==> config.mk <==
export PLATFORM = sky130hd
export DESIGN_NAME = cpu_alu_with_flags
export DESIGN_NICKNAME = d
export VERILOG_FILES = /design/src/hw/rtl/cpualu_pkg.sv /design/src/hw/rtl/cpu_alu_with_flags.sv
export SDC_FILE = /design/constraint.sdc
export NUM_CORES = 1
export LEC_CHECK = 0
export BUFFER_PORTS_ARGS = -buffer_cell sky130_fd_sc_hd__buf_2
export CAP_MARGIN = 20
export CORE_UTILIZATION = 43
export DETAILED_ROUTE_END_ITERATION = 8
export PLACE_DENSITY = 0.6
export RECOVER_POWER = 50
export SLEW_MARGIN = 5
export SYNTH_ARGS = -nofsm -noshare
export SYNTH_HDL_FRONTEND = slang
export SYNTH_SLANG_ARGS = --single-unit
==> constraint.sdc <==
create_clock -name clk -period 5.7 [get_ports clk]
set_input_delay 0.285 -clock clk [delete_from_list [all_inputs] [get_ports clk]]
set_output_delay 0.285 -clock clk [all_outputs]
set_load 0.01 [all_outputs]
==> src/hw/rtl/cpualu_pkg.sv <==
// Shared types and operation codes for the flag-producing ALU.
// Holds the request and result payload structs; no dependencies.
package cpualu_pkg;

  localparam int unsigned ModeW = 5;
  localparam int unsigned WordW = 16;
  localparam int unsigned ByteW = 8;
  localparam int unsigned IdxW  = 3;

  // Operation codes; codes above MODE_RES are undefined and pass flags through
  localparam logic [ModeW-1:0] MODE_ADD   = 5'd0;
  localparam logic [ModeW-1:0] MODE_ADC   = 5'd1;
  localparam logic [ModeW-1:0] MODE_SUB   = 5'd2;
  localparam logic [ModeW-1:0] MODE_SBC   = 5'd3;
  localparam logic [ModeW-1:0] MODE_AND   = 5'd4;
  localparam logic [ModeW-1:0] MODE_OR    = 5'd5;
  localparam logic [ModeW-1:0] MODE_XOR   = 5'd6;
  localparam logic [ModeW-1:0] MODE_CP    = 5'd7;
  localparam logic [ModeW-1:0] MODE_INC8  = 5'd8;
  localparam logic [ModeW-1:0] MODE_DEC8  = 5'd9;
  localparam logic [ModeW-1:0] MODE_INC16 = 5'd10;
  localparam logic [ModeW-1:0] MODE_DEC16 = 5'd11;
  localparam logic [ModeW-1:0] MODE_ADDHL = 5'd12;
  localparam logic [ModeW-1:0] MODE_ADDSP = 5'd13;
  localparam logic [ModeW-1:0] MODE_RLC   = 5'd14;
  localparam logic [ModeW-1:0] MODE_RRC   = 5'd15;
  localparam logic [ModeW-1:0] MODE_RL    = 5'd16;
  localparam logic [ModeW-1:0] MODE_RR    = 5'd17;
  localparam logic [ModeW-1:0] MODE_SLA   = 5'd18;
  localparam logic [ModeW-1:0] MODE_SRA   = 5'd19;
  localparam logic [ModeW-1:0] MODE_SWAP  = 5'd20;
  localparam logic [ModeW-1:0] MODE_SRL   = 5'd21;
  localparam logic [ModeW-1:0] MODE_BIT   = 5'd22;
  localparam logic [ModeW-1:0] MODE_SET   = 5'd23;
  localparam logic [ModeW-1:0] MODE_RES   = 5'd24;

  typedef struct packed {
    logic [ModeW-1:0] mode;
    logic [WordW-1:0] operand_a;
    logic [WordW-1:0] operand_b;
    logic [IdxW-1:0]  bit_index;
    logic             zero_in;
    logic             subtract_in;
    logic             half_in;
    logic             carry_in;
  } alu_req_t;

  typedef struct packed {
    logic [WordW-1:0] result;
    logic             zero_out;
    logic             subtract_out;
    logic             half_out;
    logic             carry_out;
  } alu_rsp_t;

endpackage

==> src/hw/rtl/cpu_alu_with_flags.sv <==
// Flag-producing 8/16-bit ALU with a registered request and result stage.
// Depends on cpualu_pkg for the payload structs and operation codes.
//
// Usage:
//   Requests arrive on the op channel (op_valid, op_stall, op) and results
//   leave on the res channel (res_valid, res_stall, res). A transfer happens
//   on a rising edge with valid high and stall low. Each request yields
//   exactly one result, in order.
//   The request register loads at the transfer edge, the ALU logic then loads
//   the result register from it once the result register may advance, and
//   res_valid is high from then on.
//   Throughput is one item per cycle while res_stall is low; the ALU logic
//   between the two registers finishes any operation in a single pass.
//   When the receiver stalls, the result register holds and the request
//   register keeps filling; op_stall rises only when both are occupied and
//   res_stall is high, so no transfer is lost.
//   Synchronous reset empties both stages; payloads are not cleared.
module cpu_alu_with_flags (
  input  logic                 clk,
  input  logic                 rst,
  input  logic                 op_valid,
  output logic                 op_stall,
  input  cpualu_pkg::alu_req_t op,
  output logic                 res_valid,
  input  logic                 res_stall,
  output cpualu_pkg::alu_rsp_t res
);
  import cpualu_pkg::*;

  alu_req_t   held;
  logic       held_valid;
  alu_rsp_t   calc;
  logic       res_adv;
  logic       held_adv;

  logic [ByteW-1:0]   a;
  logic [ByteW-1:0]   b;
  logic               cin;
  logic [ByteW:0]     sum9;
  logic [4:0]         nib5;
  logic [ByteW:0]     dif9;
  logic [4:0]         nibd5;
  logic [ByteW-1:0]   v8;
  logic [WordW:0]     sum17;
  logic [12:0]        sum13;
  logic [ByteW:0]     sp9;
  logic [ByteW-1:0]   bit_mask;

  assign res_adv  = !res_valid || !res_stall;
  assign held_adv = !held_valid || res_adv;
  assign op_stall = !held_adv;

  always_comb begin
    a        = held.operand_a[ByteW-1:0];
    b        = held.operand_b[ByteW-1:0];
    cin      = ((held.mode == MODE_ADC) || (held.mode == MODE_SBC)) && held.carry_in;
    sum9     = {1'b0, a} + {1'b0, b} + {{ByteW{1'b0}}, cin};
    nib5     = {1'b0, a[3:0]} + {1'b0, b[3:0]} + {4'd0, cin};
    dif9     = {1'b0, a} - {1'b0, b} - {{ByteW{1'b0}}, cin};
    nibd5    = {1'b0, a[3:0]} - {1'b0, b[3:0]} - {4'd0, cin};
    sum17    = {1'b0, held.operand_a} + {1'b0, held.operand_b};
    sum13    = {1'b0, held.operand_a[11:0]} + {1'b0, held.operand_b[11:0]};
    sp9      = {1'b0, held.operand_a[ByteW-1:0]} + {1'b0, b};
    bit_mask = {{(ByteW-1){1'b0}}, 1'b1} << held.bit_index;
    v8       = '0;

    // default: pass flags through, zero value (undefined codes land here)
    calc.result       = '0;
    calc.zero_out     = held.zero_in;
    calc.subtract_out = held.subtract_in;
    calc.half_out     = held.half_in;
    calc.carry_out    = held.carry_in;

    unique case (held.mode)
      MODE_ADD, MODE_ADC: begin
        v8 = sum9[ByteW-1:0];
        calc.result       = {8'h00, v8};
        calc.zero_out     = (v8 == '0);
        calc.subtract_out = 1'b0;
        calc.half_out     = nib5[4];
        calc.carry_out    = sum9[ByteW];
      end
      MODE_SUB, MODE_SBC, MODE_CP: begin
        v8 = dif9[ByteW-1:0];
        // compare keeps operand a but flags follow the difference
        calc.result       = {8'h00, (held.mode == MODE_CP) ? a : v8};
        calc.zero_out     = (v8 == '0);
        calc.subtract_out = 1'b1;
        calc.half_out     = nibd5[4];
        calc.carry_out    = dif9[ByteW];
      end
      MODE_AND: begin
        v8 = a & b;
        calc.result       = {8'h00, v8};
        calc.zero_out     = (v8 == '0);
        calc.subtract_out = 1'b0;
        calc.half_out     = 1'b1;
        calc.carry_out    = 1'b0;
      end
      MODE_OR, MODE_XOR: begin
        v8 = (held.mode == MODE_OR) ? (a | b) : (a ^ b);
        calc.result       = {8'h00, v8};
        calc.zero_out     = (v8 == '0);
        calc.subtract_out = 1'b0;
        calc.half_out     = 1'b0;
        calc.carry_out    = 1'b0;
      end
      MODE_INC8: begin
        v8 = a + 8'd1;
        calc.result       = {8'h00, v8};
        calc.zero_out     = (v8 == '0);
        calc.subtract_out = 1'b0;
        calc.half_out     = (v8[3:0] == 4'h0);
      end
      MODE_DEC8: begin
        v8 = a - 8'd1;
        calc.result       = {8'h00, v8};
        calc.zero_out     = (v8 == '0);
        calc.subtract_out = 1'b1;
        calc.half_out     = (v8[3:0] == 4'hF);
      end
      MODE_INC16: calc.result = held.operand_a + 16'd1;
      MODE_DEC16: calc.result = held.operand_a - 16'd1;
      MODE_ADDHL: begin
        calc.result       = sum17[WordW-1:0];
        calc.subtract_out = 1'b0;
        calc.half_out     = sum13[12];
        calc.carry_out    = sum17[WordW];
      end
      MODE_ADDSP: begin
        // offset is a signed byte; carries come from the unsigned low byte add
        calc.result       = held.operand_a + {{ByteW{b[ByteW-1]}}, b};
        calc.zero_out     = 1'b0;
        calc.subtract_out = 1'b0;
        calc.half_out     = nib5[4];
        calc.carry_out    = sp9[ByteW];
      end
      MODE_RLC, MODE_RRC, MODE_RL, MODE_RR,
      MODE_SLA, MODE_SRA, MODE_SWAP, MODE_SRL: begin
        case (held.mode)
          MODE_RLC: begin
            v8 = {a[6:0], a[7]};
            calc.carry_out = a[7];
          end
          MODE_RRC: begin
            v8 = {a[0], a[7:1]};
            calc.carry_out = a[0];
          end
          MODE_RL: begin
            v8 = {a[6:0], held.carry_in};
            calc.carry_out = a[7];
          end
          MODE_RR: begin
            v8 = {held.carry_in, a[7:1]};
            calc.carry_out = a[0];
          end
          MODE_SLA: begin
            v8 = {a[6:0], 1'b0};
            calc.carry_out = a[7];
          end
          MODE_SRA: begin
            v8 = {a[7], a[7:1]};
            calc.carry_out = a[0];
          end
          MODE_SWAP: begin
            v8 = {a[3:0], a[7:4]};
            calc.carry_out = 1'b0;
          end
          default: begin
            v8 = {1'b0, a[7:1]};
            calc.carry_out = a[0];
          end
        endcase
        calc.result       = {8'h00, v8};
        calc.zero_out     = (v8 == '0);
        calc.subtract_out = 1'b0;
        calc.half_out     = 1'b0;
      end
      MODE_BIT: begin
        calc.result       = {8'h00, a};
        calc.zero_out     = !a[held.bit_index];
        calc.subtract_out = 1'b0;
        calc.half_out     = 1'b1;
      end
      MODE_SET: calc.result = {8'h00, a | bit_mask};
      MODE_RES: calc.result = {8'h00, a & ~bit_mask};
      default: ;
    endcase
  end

  // request stage: load on transfer, drop when passed on
  always_ff @(posedge clk) begin
    if (rst) begin
      held_valid <= 1'b0;
    end else if (held_adv) begin
      held_valid <= op_valid;
    end
  end

  always_ff @(posedge clk) begin
    if (held_adv && op_valid) begin
      held <= op;
    end
  end

  // result stage: hold while stalled
  always_ff @(posedge clk) begin
    if (rst) begin
      res_valid <= 1'b0;
    end else if (res_adv) begin
      res_valid <= held_valid;
    end
  end

  always_ff @(posedge clk) begin
    if (res_adv && held_valid) begin
      res <= calc;
    end
  end

endmodule
==> qor.csv <==
metric,value,unit
power.internal,0.001181,W
combPwrFrac,27.7,%
vias,6338,
use_met2,43.04,%
seqPwrFrac,34.6,%
cts.sink_count,66,
synth_top_family_by_area,compound AO/OA/AOI/OAI gates,
syn_avg_cell_area,8.975,um^2
cp-start-kind,flop,
path_buf_inv,1,
yosys.area.top_type_share,29.17,%
routed_via_density,6.507,
hpwl,17400,um
period_needed,4.368,ns
synth_area,0.006588,mm^2
ys_top_cells_by_area,"edfxtp_1 (29%), ha_1 (11%), a21oi_1 (3.3%)",
hold_buffers,0,
post-cts-setup-buffers,0,
r2r_cells,13,
cts-root-buf,clkbuf_16,
drive_gt1_share,12.53,%
slew-limit-headroom,10.03,%
hold_viol_final,0,
p_total,0.001745,W
synthArstFlopShare,0,%
crit_required,5.77,ns
status,"finished, final reports clean",
cp.depth,13,
final.setup.tns,0,ns
r2r-start,held[39]$_DFFE_PP_,
peakVddDrop,0.0001502,V
ys_ff_latch,66,
die_height,125.8,um
synth-edff-count,64,
critical_path.top_delay_family,compound AO/OA/AOI/OAI gates,
maxCapViolations,0,
ys_seq_area_share,29.78,%
grt_overflow,0,
clk_pin_slew,0.06,ns
diodes,0,
fmax,229.0,MHz
critPathMaxStageDelay,0.75,ns
ios,70,
hold_class,input port to flop,
rows,44,
cp-startpoint,held[39]$_DFFE_PP_,
slowest_stage,edfxtp_1,
core_area,0.01475,mm^2
swShare,32.33,%
synthTopCellsByCount,"edfxtp_1 (64), ha_1 (60), nand2_1 (54), nor2_1 (53), a21oi_1 (44)",
grtUsageMet1,40.57,%
grt_usage,29.24,%
nNetsFinal,898,
synth_top_area_cell,edfxtp_1,
grt_pass1_vias,5885,
grt_pass1_wl,34750,um
grt_max_degree,45,
wl,23160,um
busiest_layer,met2,
worstHoldStart,rst,
layout-area-overhead-vs-synth,12.04,%
chipWidth,125.8,um
slew_viol_final,0,
clk_latency,0.35,ns
synth_cells,734,
cts_tree,done,
synth_cell_types,90,
post_cts_resized,0,
drc_errors,0,
yosys_warnings,0,
dr.pass1.iters,7,
leakage,2.932,nW
period_share,76.63,%
synth-compound-area-share,25.30,%
place.gp.congestion,1.010,
synth_simple_gate_area_share,19.13,%
finClkSkew,0.01295,ns
worst_pin_slew,1.350,ns
numCtsBuffers,9,
synth_fa_ha_area_share,12.92,%
synthXorXnorAreaFrac,5.964,%
synth_nets,847,
cp_cell_sequence,"nand2b_1, nor2_1, buf_4, nand2_1, ha_1, fa_1, a211oi_1, o21ai_1, and3b_1, o41a_1, a31oi_1, xor2_1, o22ai_1",
io_buffers,69,
drt_iter0_markers,750,
critical_path_class,flop to flop,
wl_per_cell,23.78,um
setup_viol,0,
p_switching,0.0005643,W
yosysMostFrequentCell,edfxtp_1,
antenna_found_initial,1,
htreeDepth,3,
arrival,4.44,ns
met3_usage,6.967,%
end_kind,flop,
hold_depth,2,
dieArea,0.01582,mm^2
initial_utilization,44.65,%
synthFlopType,edfxtp_1,
rsz0062_at_grt,false,
synth.area.mux_share,2.241,%
ant_nets,0,
powerDensity,236.5,mW/mm^2
p_clk_share,37.7,%
ctsLongestPathBuffers,2,
crit_fanout,13,
## power groups by stage
| stage | logic [W] | registers, W | clock network [W] |
|---|---|---|---|
| after floorplan | 0.000339 | 0.000600 | 0 |
| after global placement | 0.000471 | 0.000612 | 0 |
| after detailed placement | 0.000472 | 0.000613 | 0 |
| after CTS | 0.000475 | 0.000603 | 0.000667 |
| after global routing | 0.000519 | 0.000608 | 0.000686 |
| final | 0.000483 | 0.000604 | 0.000659 |
## state kept, by name (all words and copies together), names as in the netlist
name and count:
b 8, res_valid 1, a 8, res 20
held 28, held_valid 1
## layout by cell type (no fill, tap or decap), types with 17 or more instances in the layout
cell	n
a21o_1	17
a21oi_1	44
buf_2	48
clkbuf_1	23
edfxtp_1	64
ha_1	60
inv_1	32
nand2_1	54
nand3_1	18
nor2_1	53
nor3_1	24
o21ai_0	35
o22ai_1	17
xnor2_1	22
xor2_1	21
## layout make-up
cell class                      instances  area [um^2]
Fill cell                            1413         7373
Multi-Input combinational cell        596         4330
Sequential cell                        66         1962
Timing Repair Buffer                   79        390.4
Tap cell                              184        230.2
Clock buffer                           10        229.0
Inverter                               33        123.9
Clock inverter                          6        115.1
## metal layers
metal	vias up	wire length (um)
li1	2908	-
met1	3048	10360
met2	317	9909
met3	65	2000
met4	0	896
met5	-	0
## per-stage QoR
step	instances	instance area [um^2]	setup WS (ns)	util, %	hold slack (ns)
final	974	7381	1.332	50.03	0.1067
after CTS	974	7415	1.434	50.25	0.1015
after detailed placement	958	7071	1.477	47.92	0.4631
after global placement	958	7071	1.426	47.92	0.4610
after floorplan	734	6588	2.176	-	0.3574
after global routing	974	7381	1.193	50.03	0.09897
## worst paths after layout
path | slack (ns) | to
worst max-delay path | 1.33 | res[18]$_DFFE_PP_
worst min-delay path | 0.11 | held_valid$_SDFFE_PP0N_
worst max register to register | 1.33 | res[18]$_DFFE_PP_
worst min register to register | 0.50 | res_valid$_SDFFE_PP0P_
## cell families (layout without fill, tap and decap cells)
kind of cell / Yosys count / in the layout
mux: 12 / 12
xor+xnor: 44 / 44
buf+inv: 72 / 128
fa+ha+maj: 65 / 65
flops: 66 / 66
simple gates: 238 / 238
compound gates: 237 / 237
No activity file was read; power rests on OpenSTA's default activity.
